===== config.mk =====
export PLATFORM = sky130hd
export DESIGN_NAME = led_bank_ripple_envelope
export DESIGN_NICKNAME = d
export VERILOG_FILES = /design/src/rtl/lbre_pkg.sv /design/src/rtl/lbre_front.sv /design/src/rtl/lbre_fifo.sv /design/src/rtl/lbre_div.sv /design/src/rtl/lbre_back.sv /design/src/rtl/led_bank_ripple_envelope.sv
export SDC_FILE = /design/constraint.sdc
export NUM_CORES = 2
export LEC_CHECK = 0
export BUFFER_PORTS_ARGS = -buffer_cell sky130_fd_sc_hd__buf_2
export CAP_MARGIN = 25
export CORE_MARGIN = 3
export CORE_UTILIZATION = 70
export DETAILED_ROUTE_END_ITERATION = 6
export PLACE_DENSITY = 0.87
export SLEW_MARGIN = 20
export SYNTH_ARGS = -nofsm -noshare
export SYNTH_HDL_FRONTEND = slang
export SYNTH_SLANG_ARGS = --single-unit

===== constraint.sdc =====
create_clock -name clk -period 28.8 [get_ports clk]
set_clock_uncertainty 0.05 [all_clocks]
set_input_delay 2.88 -clock clk [delete_from_list [all_inputs] [get_ports clk]]
set_output_delay 2.88 -clock clk [all_outputs]
set_load 0.005 [all_outputs]

===== src/rtl/lbre_pkg.sv =====
// Shared types and constants of the LED bank ripple envelope.
`timescale 1ns / 1ps
package lbre_pkg;

  localparam int BANK_COUNT = 9;
  localparam int BANK_W = 4;
  localparam logic [BANK_W-1:0] LAST_BANK = BANK_W'(BANK_COUNT - 1);
  localparam logic [7:0] BLOW_PEAK = 8'd100;

  // Queue between front and back
  localparam int FIFO_DEPTH = 4;
  localparam int FIFO_PTR_W = 2;
  localparam int FIFO_CNT_W = 3;

  // Register indexes of the configuration port
  typedef enum logic [2:0] {
    REG_MODE   = 3'd0,
    REG_ORIGIN = 3'd1,
    REG_STEP   = 3'd2,
    REG_PEAK   = 3'd3,
    REG_PASSES = 3'd4,
    REG_ANCHOR = 3'd5
  } reg_idx_t;

  // Ripple modes
  localparam logic MODE_OUTWARD = 1'b0;
  localparam logic MODE_BLOW = 1'b1;

  // Configuration as seen by the back end (origin already clamped)
  typedef struct packed {
    logic        mode;
    logic [3:0]  origin;
    logic [15:0] step;
    logic [7:0]  peak;
    logic [3:0]  anchor;
    logic [19:0] cycle;
  } cfg_t;

  // One queued item: time and its finished classification
  typedef struct packed {
    logic [31:0] t;
    logic        fin;
  } item_t;

  // Serial divider request and response
  typedef struct packed {
    logic        start;
    logic [31:0] dividend;
    logic [19:0] divisor;
    logic [5:0]  nsteps;
  } div_req_t;

  typedef struct packed {
    logic        done;
    logic [31:0] quot;
    logic [19:0] rem;
  } div_rsp_t;

endpackage


===== src/rtl/lbre_front.sv =====
// Front end: takes time items and classifies them as finished or active.
`timescale 1ns / 1ps
module lbre_front (
  input  logic               clk,
  input  logic               rst,
  input  logic               in_valid,
  output logic               in_ready,
  input  logic [31:0]        elapsed_ms,
  input  logic [27:0]        total,
  output logic               push_valid,
  input  logic               push_ready,
  output lbre_pkg::item_t    push_item
);

  logic        va;
  logic [31:0] ta;
  logic        vb;
  logic [31:0] tb;
  logic        rdy_a;
  logic        rdy_b;

  assign rdy_b = !vb || push_ready;
  assign rdy_a = !va || rdy_b;
  assign in_ready = rdy_a;

  // Two capture stages; the second compares against the derived total
  always_ff @(posedge clk) begin
    if (rst) begin
      va <= 1'b0;
      vb <= 1'b0;
    end else begin
      if (rdy_a) begin
        va <= in_valid;
      end
      if (rdy_b) begin
        vb <= va;
      end
    end
    if (rdy_a && in_valid) begin
      ta <= elapsed_ms;
    end
    if (rdy_b && va) begin
      tb <= ta;
    end
  end

  assign push_valid = vb;
  assign push_item.t = tb;
  assign push_item.fin = (tb >= 32'(total));

endmodule


===== src/rtl/lbre_fifo.sv =====
// Short queue of classified items between front and back.
`timescale 1ns / 1ps
module lbre_fifo (
  input  logic             clk,
  input  logic             rst,
  input  logic             wr_valid,
  output logic             wr_ready,
  input  lbre_pkg::item_t  wr_item,
  output logic             rd_valid,
  input  logic             rd_ready,
  output lbre_pkg::item_t  rd_item
);

  lbre_pkg::item_t mem [lbre_pkg::FIFO_DEPTH];
  logic [lbre_pkg::FIFO_PTR_W-1:0] wr_ptr;
  logic [lbre_pkg::FIFO_PTR_W-1:0] rd_ptr;
  logic [lbre_pkg::FIFO_CNT_W-1:0] count;
  logic do_wr;
  logic do_rd;

  assign wr_ready = (count != lbre_pkg::FIFO_CNT_W'(lbre_pkg::FIFO_DEPTH));
  assign rd_valid = (count != '0);
  assign rd_item = mem[rd_ptr];
  assign do_wr = wr_valid && wr_ready;
  assign do_rd = rd_valid && rd_ready;

  // Pointers and fill count
  always_ff @(posedge clk) begin
    if (rst) begin
      wr_ptr <= '0;
      rd_ptr <= '0;
      count <= '0;
    end else begin
      if (do_wr) begin
        wr_ptr <= wr_ptr + 1'b1;
      end
      if (do_rd) begin
        rd_ptr <= rd_ptr + 1'b1;
      end
      if (do_wr && !do_rd) begin
        count <= count + 1'b1;
      end else if (do_rd && !do_wr) begin
        count <= count - 1'b1;
      end
    end
  end

  // Storage
  always_ff @(posedge clk) begin
    if (do_wr) begin
      mem[wr_ptr] <= wr_item;
    end
  end

endmodule


===== src/rtl/lbre_div.sv =====
// Restoring divider, one quotient bit per cycle, variable step count.
`timescale 1ns / 1ps
module lbre_div (
  input  logic                clk,
  input  logic                rst,
  input  lbre_pkg::div_req_t  req,
  output lbre_pkg::div_rsp_t  rsp
);

  logic        busy;
  logic        done;
  logic [5:0]  cnt;
  logic [19:0] rem;
  logic [31:0] q;
  logic [19:0] dvs;
  logic [63:0] wide;
  logic [20:0] trial;
  logic        ge;

  // Caller guarantees dividend >> nsteps is below the divisor
  assign wide = {32'b0, req.dividend};
  assign trial = {rem, q[31]};
  assign ge = (trial >= {1'b0, dvs});

  always_ff @(posedge clk) begin
    if (rst) begin
      busy <= 1'b0;
      done <= 1'b0;
      cnt <= '0;
    end else begin
      done <= !req.start && busy && (cnt == 6'd1);
      if (req.start) begin
        busy <= 1'b1;
        cnt <= req.nsteps;
      end else if (busy) begin
        cnt <= cnt - 6'd1;
        if (cnt == 6'd1) begin
          busy <= 1'b0;
        end
      end
    end
    if (req.start) begin
      dvs <= req.divisor;
      rem <= 20'(wide >> req.nsteps);
      q <= 32'(wide << (6'd32 - req.nsteps));
    end else if (busy) begin
      rem <= ge ? 20'(trial - {1'b0, dvs}) : trial[19:0];
      q <= {q[30:0], ge};
    end
  end

  assign rsp.done = done;
  assign rsp.quot = q;
  assign rsp.rem = rem;

endmodule


===== src/rtl/lbre_back.sv =====
// Back end: walks the banks of one active item and emits a duty value per bank; a finished item gives one result.
`timescale 1ns / 1ps
module lbre_back (
  input  logic               clk,
  input  logic               rst,
  input  lbre_pkg::cfg_t     cfg,
  input  logic               pop_valid,
  output logic               pop_ready,
  input  lbre_pkg::item_t    pop_item,
  output lbre_pkg::div_req_t div_req,
  input  lbre_pkg::div_rsp_t div_rsp,
  output logic               out_valid,
  input  logic               out_ready,
  output logic [3:0]         bank_index,
  output logic [7:0]         duty_level,
  output logic               last_bank,
  output logic               finished
);

  typedef enum logic [3:0] {
    S_IDLE, S_MOD, S_MWAIT, S_BANK, S_CENT, S_CHK, S_CWAIT,
    S_TRI, S_DSTART, S_DWAIT, S_EMIT
  } state_t;

  state_t      st;
  logic [31:0] t_r;
  logic        fin_r;
  logic [19:0] tc;
  logic [lbre_pkg::BANK_W-1:0] bank;
  logic [3:0]  dlin;
  logic [7:0]  dsq;
  logic [23:0] xval;
  logic [23:0] centre;
  logic [23:0] num;
  logic [7:0]  duty;

  logic [3:0]  dlin_c;
  logic [3:0]  distb_c;
  logic [31:0] tref;
  logic [31:0] cen32;
  logic [31:0] dist_c;
  logic [7:0]  peak_c;
  logic        out_free;

  assign pop_ready = (st == S_IDLE);
  assign out_free = !out_valid || out_ready;

  // Per-bank distances
  assign dlin_c = (bank >= cfg.origin) ? bank - cfg.origin : cfg.origin - bank;
  assign distb_c = (bank >= cfg.anchor) ? 4'd0 : cfg.anchor - bank;

  // Triangle distance from the pulse centre
  assign tref = (cfg.mode == lbre_pkg::MODE_BLOW) ? t_r : {12'b0, tc};
  assign cen32 = {8'b0, centre};
  assign dist_c = (tref >= cen32) ? tref - cen32 : cen32 - tref;
  assign peak_c = (cfg.mode == lbre_pkg::MODE_BLOW) ? lbre_pkg::BLOW_PEAK : cfg.peak;

  // Divider requests
  always_comb begin
    div_req = '0;
    unique case (st)
      S_MOD: begin
        div_req.start = 1'b1;
        div_req.dividend = t_r;
        div_req.divisor = cfg.cycle;
        div_req.nsteps = 6'd32;
      end
      S_CHK: begin
        div_req.start = (cfg.anchor != 4'd0) && (xval != 24'd0);
        div_req.dividend = {8'b0, xval};
        div_req.divisor = {16'b0, cfg.anchor};
        div_req.nsteps = 6'd24;
      end
      S_DSTART: begin
        div_req.start = 1'b1;
        div_req.dividend = {8'b0, num};
        div_req.divisor = {4'b0, cfg.step};
        div_req.nsteps = 6'd8;
      end
      default: begin
        div_req = '0;
      end
    endcase
  end

  // Sequencer and output register
  always_ff @(posedge clk) begin
    if (rst) begin
      st <= S_IDLE;
      out_valid <= 1'b0;
    end else begin
      if (out_ready && st != S_EMIT) begin
        out_valid <= 1'b0;
      end
      unique case (st)
        S_IDLE: begin
          if (pop_valid) begin
            t_r <= pop_item.t;
            fin_r <= pop_item.fin;
            bank <= '0;
            if (pop_item.fin) begin
              st <= S_EMIT;
            end else if (cfg.mode == lbre_pkg::MODE_BLOW) begin
              st <= S_BANK;
            end else begin
              st <= S_MOD;
            end
          end
        end
        S_MOD: begin
          st <= S_MWAIT;
        end
        S_MWAIT: begin
          if (div_rsp.done) begin
            tc <= div_rsp.rem;
            st <= S_BANK;
          end
        end
        S_BANK: begin
          dlin <= dlin_c;
          dsq <= 8'(distb_c) * 8'(distb_c);
          st <= S_CENT;
        end
        S_CENT: begin
          if (cfg.mode == lbre_pkg::MODE_BLOW) begin
            xval <= 24'(dsq) * 24'(cfg.step);
            st <= S_CHK;
          end else begin
            centre <= 24'(dlin) * 24'(cfg.step);
            st <= S_TRI;
          end
        end
        S_CHK: begin
          // centre = step * dist^2 / anchor; zero when nothing to divide
          if (cfg.anchor == 4'd0 || xval == 24'd0) begin
            centre <= '0;
            st <= S_TRI;
          end else begin
            st <= S_CWAIT;
          end
        end
        S_CWAIT: begin
          if (div_rsp.done) begin
            centre <= div_rsp.quot[23:0];
            st <= S_TRI;
          end
        end
        S_TRI: begin
          if (cfg.mode == lbre_pkg::MODE_OUTWARD && bank == cfg.origin) begin
            duty <= cfg.peak;
            st <= S_EMIT;
          end else if (dist_c >= {16'b0, cfg.step}) begin
            duty <= '0;
            st <= S_EMIT;
          end else begin
            num <= 24'(peak_c) * 24'(cfg.step - dist_c[15:0]);
            st <= S_DSTART;
          end
        end
        S_DSTART: begin
          st <= S_DWAIT;
        end
        S_DWAIT: begin
          if (div_rsp.done) begin
            duty <= div_rsp.quot[7:0];
            st <= S_EMIT;
          end
        end
        S_EMIT: begin
          if (out_free) begin
            out_valid <= 1'b1;
            if (fin_r) begin
              bank_index <= '0;
              duty_level <= '0;
              last_bank <= 1'b1;
              finished <= 1'b1;
              st <= S_IDLE;
            end else begin
              bank_index <= bank;
              duty_level <= duty;
              last_bank <= (bank == lbre_pkg::LAST_BANK);
              finished <= 1'b0;
              if (bank == lbre_pkg::LAST_BANK) begin
                st <= S_IDLE;
              end else begin
                bank <= bank + 1'b1;
                st <= S_BANK;
              end
            end
          end
        end
        default: begin
          st <= S_IDLE;
        end
      endcase
    end
  end

endmodule


===== src/rtl/led_bank_ripple_envelope.sv =====
// Top level of the LED bank ripple envelope: registers, front, queue, back.
//
//  channel | signals                                      | dir
//  --------+----------------------------------------------+-----
//  cfg     | cfg_valid cfg_ready cfg_index cfg_data        | in
//  in      | in_valid in_ready elapsed_ms                 | in
//  out     | out_valid out_ready bank_index duty_level     | out
//          | last_bank finished                           |
//
// A finished item passes the back end without the divider; an outward item
// uses the serial divider (one quotient bit a cycle) once for its time modulo
// the cycle length and then per bank, where needed, for the duty, a blow item
// per bank for the pulse centre and for the duty. The front keeps taking items
// into a 4-entry queue while the back works. Reset is synchronous and loads the
// register defaults; no clearing pass. Either side may stall at any time.
`timescale 1ns / 1ps
module led_bank_ripple_envelope (
  input  logic        clk,
  input  logic        rst,
  input  logic        cfg_valid,
  output logic        cfg_ready,
  input  logic [2:0]  cfg_index,
  input  logic [15:0] cfg_data,
  input  logic        in_valid,
  output logic        in_ready,
  input  logic [31:0] elapsed_ms,
  output logic        out_valid,
  input  logic        out_ready,
  output logic [3:0]  bank_index,
  output logic [7:0]  duty_level,
  output logic        last_bank,
  output logic        finished
);

  logic        mode;
  logic [3:0]  origin;
  logic [15:0] step;
  logic [7:0]  peak;
  logic [7:0]  passes;
  logic [3:0]  anchor;
  logic [3:0]  org_c;
  logic [3:0]  maxd_c;
  logic [19:0] cycle;
  logic [27:0] total;

  lbre_pkg::cfg_t     cfg;
  lbre_pkg::item_t    push_item;
  lbre_pkg::item_t    pop_item;
  lbre_pkg::div_req_t div_req;
  lbre_pkg::div_rsp_t div_rsp;
  logic push_valid;
  logic push_ready;
  logic pop_valid;
  logic pop_ready;

  assign cfg_ready = 1'b1;

  // Configuration registers
  always_ff @(posedge clk) begin
    if (rst) begin
      mode <= lbre_pkg::MODE_OUTWARD;
      origin <= 4'd4;
      step <= 16'd80;
      peak <= 8'd100;
      passes <= 8'd1;
      anchor <= 4'd7;
    end else if (cfg_valid) begin
      unique case (cfg_index)
        lbre_pkg::REG_MODE:   mode <= cfg_data[0];
        lbre_pkg::REG_ORIGIN: origin <= cfg_data[3:0];
        lbre_pkg::REG_STEP:   step <= cfg_data;
        lbre_pkg::REG_PEAK:   peak <= cfg_data[7:0];
        lbre_pkg::REG_PASSES: passes <= cfg_data[7:0];
        lbre_pkg::REG_ANCHOR: anchor <= cfg_data[3:0];
        default: ;
      endcase
    end
  end

  // Derived cycle length and total duration
  assign org_c = (origin > lbre_pkg::LAST_BANK) ? lbre_pkg::LAST_BANK : origin;
  assign maxd_c = (org_c > lbre_pkg::LAST_BANK - org_c) ? org_c
                                                         : lbre_pkg::LAST_BANK - org_c;

  always_ff @(posedge clk) begin
    cycle <= 20'(step) * 20'({1'b0, maxd_c} + 5'd2);
    if (mode == lbre_pkg::MODE_BLOW) begin
      total <= 28'({1'b0, anchor} + 5'd1) * 28'(step);
    end else begin
      total <= 28'(cycle) * 28'(passes);
    end
  end

  assign cfg.mode = mode;
  assign cfg.origin = org_c;
  assign cfg.step = step;
  assign cfg.peak = peak;
  assign cfg.anchor = anchor;
  assign cfg.cycle = cycle;

  lbre_front u_front (
    .clk        (clk),
    .rst        (rst),
    .in_valid   (in_valid),
    .in_ready   (in_ready),
    .elapsed_ms (elapsed_ms),
    .total      (total),
    .push_valid (push_valid),
    .push_ready (push_ready),
    .push_item  (push_item)
  );

  lbre_fifo u_fifo (
    .clk      (clk),
    .rst      (rst),
    .wr_valid (push_valid),
    .wr_ready (push_ready),
    .wr_item  (push_item),
    .rd_valid (pop_valid),
    .rd_ready (pop_ready),
    .rd_item  (pop_item)
  );

  lbre_div u_div (
    .clk (clk),
    .rst (rst),
    .req (div_req),
    .rsp (div_rsp)
  );

  lbre_back u_back (
    .clk        (clk),
    .rst        (rst),
    .cfg        (cfg),
    .pop_valid  (pop_valid),
    .pop_ready  (pop_ready),
    .pop_item   (pop_item),
    .div_req    (div_req),
    .div_rsp    (div_rsp),
    .out_valid  (out_valid),
    .out_ready  (out_ready),
    .bank_index (bank_index),
    .duty_level (duty_level),
    .last_bank  (last_bank),
    .finished   (finished)
  );

  // A finished result is a single dark result at bank zero
  a_fin_shape: assert property (@(posedge clk) disable iff (rst)
    out_valid && finished |-> last_bank && bank_index == '0 && duty_level == '0)
    else $error("finished result malformed");

  // Blow pulses never exceed their fixed peak
  a_blow_peak: assert property (@(posedge clk) disable iff (rst)
    out_valid && mode == lbre_pkg::MODE_BLOW |-> duty_level <= lbre_pkg::BLOW_PEAK)
    else $error("blow duty above peak");

  // The last bank flag marks exactly the last bank of an active item
  a_last_flag: assert property (@(posedge clk) disable iff (rst)
    out_valid && !finished |-> last_bank == (bank_index == lbre_pkg::LAST_BANK))
    else $error("last bank flag mismatch");

endmodule


# ---- After elaboration in Yosys (flattened, before gate mapping)
# Memories as Yosys holds them, arrays and structs flattened. A register that Yosys moved wholly into a read port is not among the register bits.
# Cells that the tools add are included.
dict set report word_totals {
  in_bits 56
  mem_bits_ro 0
  regBits 410
  n_memories 1
  latchBits 0
  word_cells 211
  ramBits 132
}
dict set report classes {
  magnitude_cmp 8
  bitwise_logic 4
  n_mux 56
  n_mul 7
  n_shift 2
  div_mod_pow 0
  n_addsub 17
  n_eq_ne 30
  n_reduce_logical 49
}
# memory words word_bits read_ports rd_clocked_by_memory_dff wr line_no
set memory_table {}
lappend memory_table {u_fifo.mem 4 33 1 1 1 lbre_fifo.sv:14} ;# lbre_pkg::item_t mem [lbre_pkg::FIFO_DEPTH];
# cell n
set op_table {}
lappend op_table {{$pmux 59 s3} 1}
lappend op_table {{$mux 32} 4}
lappend op_table {{$mux 24} 3}
lappend op_table {{$pmux 24 s3} 1}
lappend op_table {{$mux 4} 16}
lappend op_table {{$mux 20} 3}
lappend op_table {{$pmux 4 s11} 1}
lappend op_table {{$ge 32x16->1} 1}
lappend op_table {{$ge 32x24->1} 1}
lappend op_table {{$ge 32x28->1} 1}
lappend op_table {{$mux 8} 4}
lappend op_table {{$shl 32x6->32} 1}
lappend op_table {{$shr 32x6->20} 1}
lappend op_table {{$sub 24x32->32} 1}
lappend op_table {{$sub 32x24->32} 1}
lappend op_table {{$mul 20x8->28} 1}
lappend op_table {{$mux 28} 1}
lappend op_table {{$logic_not 24->1} 1}
lappend op_table {{$mul 8x16->24} 1}
lappend op_table {{$mul 8x24->24} 1}
lappend op_table {{$reduce_bool 24->1} 1}
lappend op_table {{$ge 21x20->1} 1}
lappend op_table {{$mul 5x16->21} 1}
lappend op_table {{$mul 16x5->20} 1}
lappend op_table {{51 further kinds} 124}

# ---- Longest topological paths before layout
dict set report depth {
  depth_word 7
  mapped_depth 44
}

# ---- By module
# From an unflattened synthesis, not the netlist that was laid out.
dict set report unflattened {
  cells_unflattened 5090
  hier_area_um2 49820.3
}
# module cells_each n_inst area_each_um2
set modules_own_cells {}
lappend modules_own_cells {lbre_back 2465 1 21805.9}
lappend modules_own_cells {led_bank_ripple_envelope 1435 1 12331.8}
lappend modules_own_cells {lbre_div 798 1 7684.9}
lappend modules_own_cells {lbre_fifo 221 1 5288.8}
lappend modules_own_cells {lbre_front 171 1 2708.8}

# ---- Worst setup path before layout
# Ideal clock, no wire load.
dict set report synth_timing {
  kind {flip-flop to flip-flop}
  startpoint {register mode}
  endpoint {register u_back.num[23], data pin}
  setup_ns 0.266
  synth_period_minus_slack_ns 10.247
  required_time_ns 28.484
  t_arrival_ns 9.931
  path_stages_with_launch 43
  setup_slack_ns 18.553
  cell_sequence {dfxtp_1 > clkbuf_1 > clkbuf_1 > clkbuf_1 > clkbuf_1 > mux2i_1 > inv_1 > ha_1 > buf_6 > a211oi_4 > o211ai_1 > a211oi_2 > o211a_2 > buf_4 > buf_2 > mux2i_1 > xnor2_1 > ha_1 > [7 not listed] > or3_1 > clkbuf_1 > or2_2 > fa_1 > inv_1 > fa_1 > fa_1 > inv_1 > fa_1 > inv_1 > ha_1 > a21o_1 > a21oi_1 > nand2_1 > o211ai_1 > nand3_1 > o41ai_1 > xnor2_1}
}
dict set report synth_via {
  elab_chain_len 5
  word_cells_on_any_way 8
  classes_between {3 x add/sub; 1 x mul; 1 x order compare; 3 x mux}
}
# element line_no
set synth_rtl {}
lappend synth_rtl {{start, declared} led_bank_ripple_envelope.sv:35} ;# logic mode;
lappend synth_rtl {{start signal, assigned} led_bank_ripple_envelope.sv:61} ;# mode <= lbre_pkg::MODE_OUTWARD;
lappend synth_rtl {{start signal, assigned} led_bank_ripple_envelope.sv:69} ;# lbre_pkg::REG_MODE: mode <= cfg_data[0];
lappend synth_rtl {{$mux 32} lbre_back.sv:53} ;# assign tref = (cfg.mode == lbre_pkg::MODE_BLOW) ? t_r : {12'b0, tc};
lappend synth_rtl {{$sub 24x32->32, or another cell as far along} lbre_back.sv:55} ;# assign dist_c = (tref >= cen32) ? tref - cen32 : cen32 - tref;
lappend synth_rtl {{$mux 32} lbre_back.sv:55}
lappend synth_rtl {{$sub 16x16->17} lbre_back.sv:156} ;# num <= 24'(peak_c) * 24'(cfg.step - dist_c[15:0]);
lappend synth_rtl {{$mul 8x24->24 (*)} lbre_back.sv:156}
lappend synth_rtl {{end signal, assigned} lbre_back.sv:156}
lappend synth_rtl {{end, declared} lbre_back.sv:34} ;# logic [23:0] num;
# Every way passes the cells marked *; elsewhere a longest branch is shown, timed or not.
# A chain may end at the register's enable or synchronous reset.

# ---- Final worst setup path
# Same ends and word-level chain as after synthesis.

==> out/qor.yml <==
cts:
  clk_pin_slew_ps: 80
  cts_buffer_depth: 3
  insertion_delay_ps: 660
  root_buffer: "clkbuf_16"
  post_cts_buffers: 0
  htree_levels: 2
  ctsHoldBuffers: 0
  cts.repair.resized: 0
  cts_made_buffers: 56
  cts_sinks: 543
  cts_tree: "yes"
synthesis:
  ys_seq_elements: 543
  yosysSeqAreaShare: 0.3292
  synth-edff-count: 430
  yosysTopAreaCellShare: 0.2802
  syn-cell-area_mm2: 0.04609
  yosysUniqueCellTypes: 101
  ys_warn_count: 0
  synth.largest_area_cell: "edfxtp_1"
  avgSynthCellArea_um2: 9.931
  synth_flop_cell: "edfxtp_1"
  ys_async_sr_fraction: 0
  syn_inst: 4641
  synth_area_leaders: "edfxtp_1 (28%), fa_1 (18%), ha_1 (10%)"
hold_path:
  min_path_type: "reg -> reg"
pwr:
  powerDensity_mw_per_mm2: 67.41
  swShare: 0.3846
  clkPwrFrac: 0.254
  ir_worst_vdd_mv: 0.07333
  p_comb_frac: 0.420
  sequentialPowerShare: 0.325
  p_int_mw: 2.044
  p_leak_nw: 21.05
  switchingPower_mw: 1.277
floorplanning:
  dieArea_mm2: 0.06896
  die_w_um: 262.6
  coreArea_mm2: 0.06481
  io_pins: 73
  die_h_um: 262.6
  rows: 93
  start_util: 0.7111
cells_and_area:
  final_common_cell: "inv_1"
  final_util: 0.7601
  drive_gt1_frac: 0.07572
  nets: 5431
  fin_area_mm2: 0.04926
  fin_cells: 5507
  area_growth_pct: 6.884
  layout_common_cells: "inv_1 (589), nand2_1 (512), edfxtp_1 (430)"
timing:
  final-setup-viol-count: 0
  tightest_slew_ps: 1075
  post-route-min-period_ps: 11090
  relSlewSlack: 0.2837
  setup_tns_ps: 0
  slew_violations: 0
  clock.fmax_mhz: 90.20
  finalHoldViolCount: 0
  final_min_period_over_clock_period: 0.3850
  rsz0062_at_grt: "no"
drt:
  drc: 26
  vias: 36270
  routed_wl_um: 138600
  viasPerCell: 6.587
  antenna_left: 0
  wl_per_cell_um: 25.17
  drt_pass1_iterations: 7
  first_iter_violations: 4838
grt:
  grt_pass1_vias: 36520
  grt_pass1_wl_um: 212400
  antenna_found_initial: 5
  grt_usage: 0.4011
  grt_max_degree: 77
  overflow: 0
worst_setup_path:
  crit_fanout: 76
  start_kind: "flip-flop"
  cp.arrival_ps: 11440
  crit_path_frequent_cell: "fa_1"
  cp_slowest_cell: "dfxtp_4"
  critical_path_class: "reg -> reg"
  cp-end-kind: "flip-flop"
  required_ps: 29150
  ff2ff_setup_slack_ps: 17710
  cp_slowest_stage_delay_ps: 1040
outcome:
  status: "finished, violations left"
  violations: "DRC"
placement:
  port_buffers: 71
  dp.cells: 5395
  hpwl_um: 99630
  gp_congestion: 1.047
  postPlaceCellArea_mm2: 0.04706
run:
  maxCapViolCount: 0
==> cells in the mapped netlist (8+ instances only) <==
cell type,instances
o31a_1,8
o211ai_1,13
dfxtp_1,113
nand3_1,58
o22ai_1,15
nor4_1,23
a211oi_1,23
a21o_1,62
and3_1,36
a222oi_1,26
edfxtp_1,430
o31ai_1,16
a2111oi_0,8
nand3b_1,14
o21bai_1,21
a21oi_1,214
and2_1,206
fa_1,403
a22oi_1,20
inv_1,589
a31oi_1,28
nand2b_1,27
xor2_1,63
mux4_2,33
xnor2_1,111
a221oi_1,10
nand2_1,512
o21a_1,25
buf_2,16
nor2_1,354
a211o_1,11
nand4_1,25
clkbuf_1,180
a21boi_0,12
mux2i_1,47
nor2b_1,39
a22o_1,26
mux2_2,10
ha_1,371
a311oi_1,12
buf_1,15
o21ai_0,143
or3_1,22
nor3_1,80
or2_2,46
==> kinds of logic (layout without fill, tap and decap cells) <==
kind of cell    Yosys count  in the layout  synth area share
compound gates          767            767            0.1129
xor+xnor                174            174           0.03306
fa+ha+maj               774            774            0.2758
buf+inv                 817            824           0.06846
flops                   543            543            0.3292
mux                      90             90           0.02878
other cells               2              6         0.0001629
simple gates           1474           1474            0.1516
==> stage by stage <==
stage / worst slack, ps / hold WS [ps] / total power, mW
after CTS: 17970 / 366.0 / 3.285
after global routing: 17200 / 366.8 / 3.481
after global placement: 18280 / 350.6 / 2.362
after detailed placement: 17980 / 354.5 / 2.419
after floorplan: 18550 / 350.3 / 2.047
final: 17710 / 362.2 / 3.321
==> path summary, 6_finish.rpt <==
check	from	endpoint	depth (start not counted)
min reg2reg	u_front.ta[6]$_DFFE_PP_	u_front.tb[6]$_DFFE_PP_	0
max reg2reg	mode$_SDFFE_PP0P_	u_back.num[23]$_DFFE_PP_	34
min	u_front.ta[6]$_DFFE_PP_	u_front.tb[6]$_DFFE_PP_	0
max	mode$_SDFFE_PP0P_	u_back.num[23]$_DFFE_PP_	34
==> power groups by stage <==
stage	Combinational [mW]	Clock, mW	Sequential [mW]
floorplan	1.01	0	1.04
global placement	1.28	0	1.08
detailed placement	1.33	0	1.09
CTS	1.37	0.845	1.07
global route	1.52	0.874	1.08
finish	1.40	0.844	1.08
==> cell type report <==
| cell class | count | area [um2] |
|---|---|---|
| Clock buffer | 73 | 1535 |
| Sequential cell | 543 | 15180 |
| Tap cell | 855 | 1070 |
| Fill cell | 4203 | 15550 |
| Timing Repair Buffer | 128 | 800.8 |
| Multi-Input combinational cell | 3282 | 27840 |
| Antenna cell | 3 | 7.507 |
| Inverter | 590 | 2215 |
| Clock inverter | 33 | 619.3 |
==> critical path, delay by kind of cell, from the launching register on <==
family / cells / cell delay, ps
muxes: 2 / 760
xor gates and xnor gates: 2 / 300
DFF: 1 / 1040
and+or+nand+nor: 4 / 1150
buffers and inverters: 4 / 250
adders and majority gates: 8 / 3310
AOI/OAI and AO/OA: 14 / 3920
==> layer usage <==
layer  vias up  part of all wire  track usage
met5         -                 0            0
met2      2453              0.44       0.6240
met1     17550              0.35       0.4964
met3       653              0.12      0.09962
met4         0             0.089       0.2773
li1      15620                 -            -
==> registers in the layout, indices dropped and copies added (netlist names), 16 cells and up, named ones only <==
register       cells
step              16
u_back.num        24
u_back.t_r        32
u_back.centre     24
u_fifo.mem       132
u_div.q           32
total             28
u_div.dvs         20
u_front.ta        32
cycle             20
u_back.xval       24
u_div.rem         20
u_back.tc         20
u_front.tb        32
Power figures use the tool's default switching activity.
